### config.mk
export PLATFORM = sky130hd
export DESIGN_NAME = bm25_term_score_accumulator
export DESIGN_NICKNAME = d
export VERILOG_FILES = /design/src/sv/bm25_pkg.sv /design/src/sv/bm25_term_score_accumulator.sv
export SDC_FILE = /design/constraint.sdc
export NUM_CORES = 2
export LEC_CHECK = 0
export BUFFER_PORTS_ARGS = -buffer_cell sky130_fd_sc_hd__buf_2
export CAP_MARGIN = 20
export CELL_PAD_IN_SITES_DETAIL_PLACEMENT = 1
export CELL_PAD_IN_SITES_GLOBAL_PLACEMENT = 2
export CORE_MARGIN = 2
export CORE_UTILIZATION = 45
export DETAILED_ROUTE_END_ITERATION = 6
export PLACE_DENSITY_LB_ADDON = 0.1
export SYNTH_ARGS = -nofsm -noshare
export SYNTH_HDL_FRONTEND = slang
export SYNTH_SLANG_ARGS = --single-unit
### constraint.sdc
create_clock -name clock -period 25 [get_ports clock]
set_input_delay 3.75 -clock clock [delete_from_list [all_inputs] [get_ports clock]]
set_output_delay 3.75 -clock clock [all_outputs]
set_load 0.05 [all_outputs]
### src/sv/bm25_pkg.sv
// shared types and constants for the bm25 term score accumulator
`default_nettype none

package bm25_pkg;

   localparam int unsigned DfWidth    = 24;
   localparam int unsigned TfWidth    = 16;
   localparam int unsigned LenWidth   = 16;
   localparam int unsigned ScoreWidth = 32;
   localparam int unsigned CsrIdxWidth = 3;
   localparam int unsigned CsrDatWidth = 32;
   localparam int unsigned ReqDatWidth = 56;

   localparam int unsigned OpWidth  = 26;  // 2N+2 and 2df+1
   localparam int unsigned TopWidth = 5;
   localparam int unsigned LogWidth = 21;  // Q5.16 log2
   localparam int unsigned MantWidth = 31; // Q1.30 mantissa
   localparam int unsigned QuoWidth = 51;
   localparam int unsigned DenWidth = 36;
   localparam int unsigned NormWidth = 41;
   localparam int unsigned KnWidth  = 51;

   localparam logic [31:0] Ln2Q32 = 32'd2977044472;
   localparam logic [5:0]  DivLast = 6'(QuoWidth - 1);
   localparam logic [3:0]  LogLast = 4'd15;

   typedef enum logic [CsrIdxWidth-1:0] {
      CSR_DOC_COUNT  = 3'd0,
      CSR_AVG_LEN    = 3'd1,
      CSR_SAT_GAIN   = 3'd2,
      CSR_LEN_WEIGHT = 3'd3
   } csr_index_type;

   typedef enum logic [3:0] {
      ST_IDLE,
      ST_LOG_INIT,
      ST_LOG_SQ,
      ST_IDF,
      ST_DIV_RATIO,
      ST_NORM,
      ST_KN_LO,
      ST_KN_HI,
      ST_NUMER,
      ST_DIV_FACTOR,
      ST_TERM,
      ST_ACC,
      ST_FINISH
   } state_type;

endpackage

`default_nettype wire

### src/sv/bm25_term_score_accumulator.sv
// bm25 term score accumulator: sequencer around one shared multiplier and one divider
//
// channel  dir  handshake              payload
// req      in   req_tvalid/req_tready  tdata {doc_length, term_freq, doc_freq}, tlast last_term
// rsp      out  rsp_tvalid/rsp_tready  tdata score, tuser saturated
// csr      in   csr_valid/csr_ready    csr_index, csr_data (always ready)
//
// a scored term takes two log2 passes of 16 squarings on the shared
// 32x32 multiplier, and two 51-step restoring divisions on the shared divider
// a term with zero df or tf, or df above N, goes straight to the finish step
// reset is synchronous; score, clip flag and registers return to their defaults
// a last term waits in the finish step while an earlier score is still not taken

`default_nettype none

module bm25_term_score_accumulator (
   input  wire logic                            clock,
   input  wire logic                            reset,
   input  wire logic                            req_tvalid,
   output logic                                 req_tready,
   // doc_freq [23:0], term_freq [39:24], doc_length [55:40]
   input  wire logic [bm25_pkg::ReqDatWidth-1:0] req_tdata,
   input  wire logic                            req_tlast,
   output logic                                 rsp_tvalid,
   input  wire logic                            rsp_tready,
   // score [31:0]
   output logic [bm25_pkg::ScoreWidth-1:0]      rsp_tdata,
   // saturated [0]
   output logic                                 rsp_tuser,
   input  wire logic                            csr_valid,
   output logic                                 csr_ready,
   input  wire logic [bm25_pkg::CsrIdxWidth-1:0] csr_index,
   input  wire logic [bm25_pkg::CsrDatWidth-1:0] csr_data
);
   import bm25_pkg::*;

   state_type state_ff, state_in;

   logic [23:0] doc_count_ff, doc_count_in;
   logic [31:0] avg_len_ff, avg_len_in;
   logic [9:0]  k1_ff, k1_in;
   logic [8:0]  b_ff, b_in;

   logic [ScoreWidth-1:0] score_ff, score_in;
   logic                  clip_ff, clip_in;
   logic                  rsp_valid_ff, rsp_valid_in;
   logic [ScoreWidth-1:0] rsp_data_ff, rsp_data_in;
   logic                  rsp_sat_ff, rsp_sat_in;

   logic [OpWidth-1:0]   a_ff, a_in, d_ff, d_in;
   logic [TfWidth-1:0]   tf_ff, tf_in;
   logic [LenWidth-1:0]  len_ff, len_in;
   logic                 last_ff, last_in;

   logic                 log_sel_ff, log_sel_in;
   logic [TopWidth-1:0]  top_ff, top_in;
   logic [MantWidth-1:0] mant_ff, mant_in;
   logic [15:0]          frac_ff, frac_in;
   logic [3:0]           log_cnt_ff, log_cnt_in;
   logic [LogWidth-1:0]  loga_ff, loga_in, logd_ff, logd_in;
   logic [LogWidth-1:0]  idf_ff, idf_in;

   logic [DenWidth-1:0]   div_rem_ff, div_rem_in;
   logic [QuoWidth-1:0]   div_quo_ff, div_quo_in;
   logic [DenWidth-1:0]   div_den_ff, div_den_in;
   logic [5:0]            div_cnt_ff, div_cnt_in;

   logic [NormWidth-1:0]  norm_ff, norm_in;
   logic [KnWidth-1:0]    kn_ff, kn_in;
   logic [ScoreWidth-1:0] term_ff, term_in;

   // shared multiplier
   logic [31:0] mul_a, mul_b;
   logic [63:0] mul_p;
   assign mul_p = {32'd0, mul_a} * {32'd0, mul_b};

   // shared divider step
   logic [DenWidth:0] div_trial, div_diff;
   logic              div_ge;
   assign div_trial = {div_rem_ff, div_quo_ff[QuoWidth-1]};
   assign div_ge    = div_trial >= {1'b0, div_den_ff};
   assign div_diff  = div_trial - {1'b0, div_den_ff};

   logic [OpWidth-1:0]  log_x;
   logic [TopWidth-1:0] log_top;
   logic [33:0]         sq;
   logic [31:0]         ratio;
   logic [8:0]          bq;
   logic [18:0]         kn_hi;
   logic [KnWidth-1:0]  kn_full;
   logic [ScoreWidth:0] sum;

   assign log_x = log_sel_ff ? d_ff : a_ff;
   always_comb begin
      log_top = '0;
      for (int i = 0; i < OpWidth; i++) begin
         if (log_x[i]) begin
            log_top = TopWidth'(i);
         end
      end
   end

   assign sq      = mul_p[63:30];
   assign ratio   = (div_quo_ff[QuoWidth-1:32] != '0) ? 32'hFFFF_FFFF : div_quo_ff[31:0];
   assign bq      = (b_ff > 9'd256) ? 9'd256 : b_ff;
   assign kn_hi   = mul_p[18:0];
   assign kn_full = kn_ff + {kn_hi, 32'd0};
   assign sum     = {1'b0, score_ff} + {1'b0, term_ff};

   always_ff @(posedge clock) begin
      if (reset) begin
         state_ff      <= ST_IDLE;
         doc_count_ff  <= '0;
         avg_len_ff    <= 32'd65536;
         k1_ff         <= 10'd384;
         b_ff          <= 9'd192;
         score_ff      <= '0;
         clip_ff       <= 1'b0;
         rsp_valid_ff  <= 1'b0;
      end else begin
         state_ff      <= state_in;
         doc_count_ff  <= doc_count_in;
         avg_len_ff    <= avg_len_in;
         k1_ff         <= k1_in;
         b_ff          <= b_in;
         score_ff      <= score_in;
         clip_ff       <= clip_in;
         rsp_valid_ff  <= rsp_valid_in;
      end
   end

   always_ff @(posedge clock) begin
      rsp_data_ff <= rsp_data_in;
      rsp_sat_ff  <= rsp_sat_in;
      a_ff        <= a_in;
      d_ff        <= d_in;
      tf_ff       <= tf_in;
      len_ff      <= len_in;
      last_ff     <= last_in;
      log_sel_ff  <= log_sel_in;
      top_ff      <= top_in;
      mant_ff     <= mant_in;
      frac_ff     <= frac_in;
      log_cnt_ff  <= log_cnt_in;
      loga_ff     <= loga_in;
      logd_ff     <= logd_in;
      idf_ff      <= idf_in;
      div_rem_ff  <= div_rem_in;
      div_quo_ff  <= div_quo_in;
      div_den_ff  <= div_den_in;
      div_cnt_ff  <= div_cnt_in;
      norm_ff     <= norm_in;
      kn_ff       <= kn_in;
      term_ff     <= term_in;
   end

   // configuration writes
   always_comb begin
      doc_count_in  = doc_count_ff;
      avg_len_in    = avg_len_ff;
      k1_in         = k1_ff;
      b_in          = b_ff;
      if (csr_valid) begin
         unique case (csr_index)
            CSR_DOC_COUNT:  doc_count_in  = csr_data[23:0];
            CSR_AVG_LEN:    avg_len_in    = csr_data;
            CSR_SAT_GAIN:   k1_in         = csr_data[9:0];
            CSR_LEN_WEIGHT: b_in          = csr_data[8:0];
            default: ;
         endcase
      end
   end

   always_comb begin
      state_in     = state_ff;
      score_in     = score_ff;
      clip_in      = clip_ff;
      rsp_valid_in = rsp_valid_ff;
      rsp_data_in  = rsp_data_ff;
      rsp_sat_in   = rsp_sat_ff;
      a_in         = a_ff;
      d_in         = d_ff;
      tf_in        = tf_ff;
      len_in       = len_ff;
      last_in      = last_ff;
      log_sel_in   = log_sel_ff;
      top_in       = top_ff;
      mant_in      = mant_ff;
      frac_in      = frac_ff;
      log_cnt_in   = log_cnt_ff;
      loga_in      = loga_ff;
      logd_in      = logd_ff;
      idf_in       = idf_ff;
      div_rem_in   = div_rem_ff;
      div_quo_in   = div_quo_ff;
      div_den_in   = div_den_ff;
      div_cnt_in   = div_cnt_ff;
      norm_in      = norm_ff;
      kn_in        = kn_ff;
      term_in      = term_ff;
      mul_a        = '0;
      mul_b        = '0;
      req_tready   = 1'b0;

      if (rsp_valid_ff && rsp_tready) begin
         rsp_valid_in = 1'b0;
      end

      unique case (state_ff)
         ST_IDLE: begin
            req_tready = 1'b1;
            if (req_tvalid) begin
               a_in       = ({2'b00, doc_count_ff} + 26'd1) << 1;
               d_in       = {1'b0, req_tdata[23:0], 1'b1};
               tf_in      = req_tdata[39:24];
               len_in     = req_tdata[55:40];
               last_in    = req_tlast;
               log_sel_in = 1'b0;
               if (req_tdata[23:0] == '0 || req_tdata[39:24] == '0
                   || a_in <= d_in) begin
                  state_in = ST_FINISH;
               end else begin
                  state_in = ST_LOG_INIT;
               end
            end
         end
         ST_LOG_INIT: begin
            top_in     = log_top;
            mant_in    = MantWidth'({5'd0, log_x} << (5'd30 - log_top));
            frac_in    = '0;
            log_cnt_in = '0;
            state_in   = ST_LOG_SQ;
         end
         ST_LOG_SQ: begin
            mul_a = {1'b0, mant_ff};
            mul_b = {1'b0, mant_ff};
            // mantissa crossing 2.0 yields a one bit and is halved
            if (sq[31]) begin
               mant_in = sq[31:1];
               frac_in = {frac_ff[14:0], 1'b1};
            end else begin
               mant_in = sq[30:0];
               frac_in = {frac_ff[14:0], 1'b0};
            end
            log_cnt_in = log_cnt_ff + 4'd1;
            if (log_cnt_ff == LogLast) begin
               if (log_sel_ff) begin
                  logd_in  = {top_ff, frac_in};
                  state_in = ST_IDF;
               end else begin
                  loga_in    = {top_ff, frac_in};
                  log_sel_in = 1'b1;
                  state_in   = ST_LOG_INIT;
               end
            end
         end
         ST_IDF: begin
            mul_a      = 32'(loga_ff - logd_ff);
            mul_b      = Ln2Q32;
            idf_in     = mul_p[32+LogWidth-1:32];
            div_rem_in = '0;
            div_quo_in = {3'd0, len_ff, 32'd0};
            div_den_in = {4'd0, (avg_len_ff == '0) ? 32'd1 : avg_len_ff};
            div_cnt_in = '0;
            state_in   = ST_DIV_RATIO;
         end
         ST_DIV_RATIO, ST_DIV_FACTOR: begin
            div_rem_in = div_ge ? div_diff[DenWidth-1:0] : div_trial[DenWidth-1:0];
            div_quo_in = {div_quo_ff[QuoWidth-2:0], div_ge};
            div_cnt_in = div_cnt_ff + 6'd1;
            if (div_cnt_ff == DivLast) begin
               state_in = (state_ff == ST_DIV_RATIO) ? ST_NORM : ST_TERM;
            end
         end
         ST_NORM: begin
            mul_a    = {23'd0, bq};
            mul_b    = ratio;
            norm_in  = NormWidth'({(9'd256 - bq), 16'd0}) + mul_p[NormWidth-1:0];
            state_in = ST_KN_LO;
         end
         ST_KN_LO: begin
            mul_a    = {22'd0, k1_ff};
            mul_b    = norm_ff[31:0];
            kn_in    = KnWidth'(mul_p[41:0]);
            state_in = ST_KN_HI;
         end
         ST_KN_HI: begin
            mul_a      = {22'd0, k1_ff};
            mul_b      = {23'd0, norm_ff[NormWidth-1:32]};
            div_den_in = {4'd0, tf_ff, 16'd0} + {1'b0, kn_full[KnWidth-1:16]};
            state_in   = ST_NUMER;
         end
         ST_NUMER: begin
            mul_a      = {16'd0, tf_ff};
            mul_b      = {21'd0, 11'({1'b0, k1_ff} + 11'd256)};
            div_rem_in = '0;
            div_quo_in = {mul_p[26:0], 24'd0};
            div_cnt_in = '0;
            state_in   = ST_DIV_FACTOR;
         end
         ST_TERM: begin
            mul_a    = {11'd0, idf_ff};
            mul_b    = div_quo_ff[31:0];
            term_in  = mul_p[47:16];
            state_in = ST_ACC;
         end
         ST_ACC: begin
            if (sum[ScoreWidth]) begin
               score_in = '1;
               clip_in  = 1'b1;
            end else begin
               score_in = sum[ScoreWidth-1:0];
            end
            state_in = ST_FINISH;
         end
         ST_FINISH: begin
            if (!last_ff) begin
               state_in = ST_IDLE;
            end else if (!rsp_valid_ff || rsp_tready) begin
               rsp_valid_in = 1'b1;
               rsp_data_in  = score_ff;
               rsp_sat_in   = clip_ff;
               score_in     = '0;
               clip_in      = 1'b0;
               state_in     = ST_IDLE;
            end
         end
         default: state_in = ST_IDLE;
      endcase
   end

   assign rsp_tvalid = rsp_valid_ff;
   assign rsp_tdata  = rsp_data_ff;
   assign rsp_tuser  = rsp_sat_ff;
   assign csr_ready  = 1'b1;

endmodule

`default_nettype wire

==> results.toml <==
[run_status]
status = "finished clean"

[synth]
ys_seq_area_share_pct = 25.33
synth.most_common_cell = "inv_1"
synthFlopType = "edfxtp_1"
synth_common_cells = "1075 x inv_1, 1000 x nand2_1, 901 x fa_1"
synthDominantCellAreaShare_pct = 28.32
avgSynthCellArea_um2 = 9.461
yosys.cell_types.count = 103
synth_cells = 6732
ys_ff_latch = 575
syn_area_um2 = 63690
synthTopCellsByArea = "fa_1 28%, edfxtp_1 22%, ha_1 7.9%"
yosys_warnings = 0
yosysTopAreaCell = "fa_1"
synth_edf_count = 462
async_flop_share_pct = 0

[timing]
slew_viol_final = 0
finalSetupViolations = 0
max-slew-margin-rel_pct = 22.74
fin_tns_setup_ns = 0
rsz0062_at_grt = "false"
max_freq_ghz = 0.07746
fin_crit_sh_pct = 51.64
finalHoldViolations = 0
fin_crit_ns = 12.91
skew_ns = 0.03742
tightest_slew_ns = 1.159

[final_layout]
area_growth_pct = 8.003
multi_input_area_um2 = 42520
drive_gt1_share_pct = 7.506
n_fill_cell = 16140
regArea_um2 = 16140
post-route-util_pct = 48.76
nNetsFinal = 8161

[floorplanning]
die_h_um = 380.2
start_util_pct = 45.15
num_rows = 138
dieArea_um2 = 144600
die_x_um = 380.2
ios = 133
core_um2 = 141100

[power]
leakagePower_uw = 0.02953
powerDensity_nw_per_um2 = 97.05
ir_drop_mv = 0.08966

[worst_setup_path]
cp_slowest_cell = "a221o_1"
crit_fanout = 59
path_buf_inv = 7
worst_ep_arrival_time_ns = 13.28
critical_path_cell_count = 41
cp_top_family = "adder cells"
end_kind = "register"
path_class = "reg -> reg"
cpMostUsedCell = "fa_1"
ff2ff_path_depth = 41
crit_required_ns = 25.37
startpoint_type = "register"
cp_slowest_stage_delay_ns = 1.00

[clocking]
postCtsHoldBufs = 0
root_buffer = "clkbuf_16"
clk_pin_slew_ns = 0.07
clockBufferDepth = 3
cts-resized-gates = 0
postCtsSetupBuffers = 0
cts.sinks = 575
tritoncts = "done"
clock_latency_ns = 0.66
cts_buffers = 57
h-tree-depth = 2

[global_routing]
grt_use_total_pct = 33.44
grt_pass1_vias = 53820
grt_max_degree = 66
grt_pass1_wl_um = 358100
grt_overflow = 0
antenna_found_initial = 16

[routing]
vias_per_cell = 5.835
drc_errors = 0
drt-pass1-iter-count = 7
wire_per_inst_um = 27.76
vias = 50790
drt_iter0_drc = 4467
routed_wl_um = 241600
ant_nets = 0

[placement]
hpwl_um = 187500
placement.io_buffers = 131
gp_congestion = 0.9608

[worst_hold_path]
min_path_type = "reg -> reg"
worstHoldPathCells = 0

[job]
cap_violations = 0
==> cell families after synthesis <==
family / share of synthesized area (%)
DFF: 25.33
and+or+nand+nor: 14.33
muxes: 2.403
AOI/OAI and AO/OA: 10.26
xor gates and xnor gates: 3.061
buffers and inverters: 8.386
other: 0.01179
adders and majority gates: 36.22
==> report_power, final <==
group | total, uW | switching (uW) | internal, uW
Sequential | 1580 | 162 | 1420
Combinational | 4190 | 2900 | 1290
Clock | 910 | 401 | 508
Total | 6680 | 3460 | 3210
==> final timing paths <==
check	slack (ns)	startpoint	to
worst min register to register	0.44	clip_ff	rsp_tuser
worst max-delay path	12.09	state_ff[2]	norm_ff[40]
worst min-delay path	0.44	clip_ff	rsp_tuser
worst max register to register	12.09	state_ff[2]	norm_ff[40]
==> placed cells by master, fill, tap and decap left out, types with 15 or more instances in the layout <==
master / count
nor2_1: 609
o21bai_1: 27
o22ai_1: 22
ha_1: 402
a31oi_1: 27
o21ai_1: 15
buf_2: 130
and2_1: 68
a21o_1: 76
fa_1: 901
nor3_1: 57
nand4_1: 40
and3_1: 58
a211oi_1: 46
a21oi_1: 298
nand2b_1: 34
clkbuf_16: 60
a311oi_1: 21
xnor2_1: 141
or3_1: 17
nand3_1: 84
or2_2: 17
xor2_1: 66
o21a_1: 33
a22oi_1: 36
mux2i_1: 110
conb_1: 15
nor4_1: 31
edfxtp_1: 462
buf_4: 142
nand2_1: 998
o21ai_0: 164
nor2b_1: 31
a222oi_1: 19
inv_1: 1073
dfxtp_1: 113
a31o_2: 21
==> state kept, by name, summed over array words and instances, names as in the netlist, 6 cells and up <==
name	flops
b_ff	9
k1_ff	10
a_ff	25
div_quo_ff	51
tf_ff	16
logd_ff	21
div_rem_ff	36
avg_len_ff	32
div_cnt_ff	6
norm_ff	41
doc_count_ff	24
d_ff	24
score_ff	32
idf_ff	21
len_ff	16
rsp_tdata	32
loga_ff	21
div_den_ff	36
kn_ff	26
term_ff	32
frac_ff	15
mant_ff	31
==> layer usage <==
layer	global-route usage, %	share of wire (%)	wire, um	vias up
li1	-	-	-	21940
met1	46.37	42	102100	26430
met2	53.64	46	111000	1937
met3	5.591	8.0	19300	473
met4	10.46	3.8	9168	10
met5	0	0.029	69	-
==> cell type report <==
cell class              count  share of cell area [%]
multi-input cells        4771                   61.81
flip-flops and latches    575                   23.46
inverters                1079                   5.888
well taps                1890                   3.438
repair buffers            277                   2.617
clock buffers              81                   2.374
clock inverters            25                  0.4002
diodes                      6                 0.02183
==> per-stage QoR <==
| step | power [uW] | instances | instance area, um2 | hold WS (ns) | setup WS, ns |
|---|---|---|---|---|---|
| floorplan | 3986 | 6745 | 63740 | 0.4090 | 13.51 |
| global placement | 5639 | 8587 | 66780 | 0.4176 | 12.66 |
| detailed placement | 5711 | 8590 | 66840 | 0.4308 | 12.31 |
| CTS | 6645 | 8696 | 68740 | 0.4469 | 12.19 |
| global route | 7027 | 8698 | 68770 | 0.4534 | 11.40 |
| finish | 6676 | 8704 | 68790 | 0.4438 | 12.09 |
Note: power is estimated with default switching activity, not from simulation.
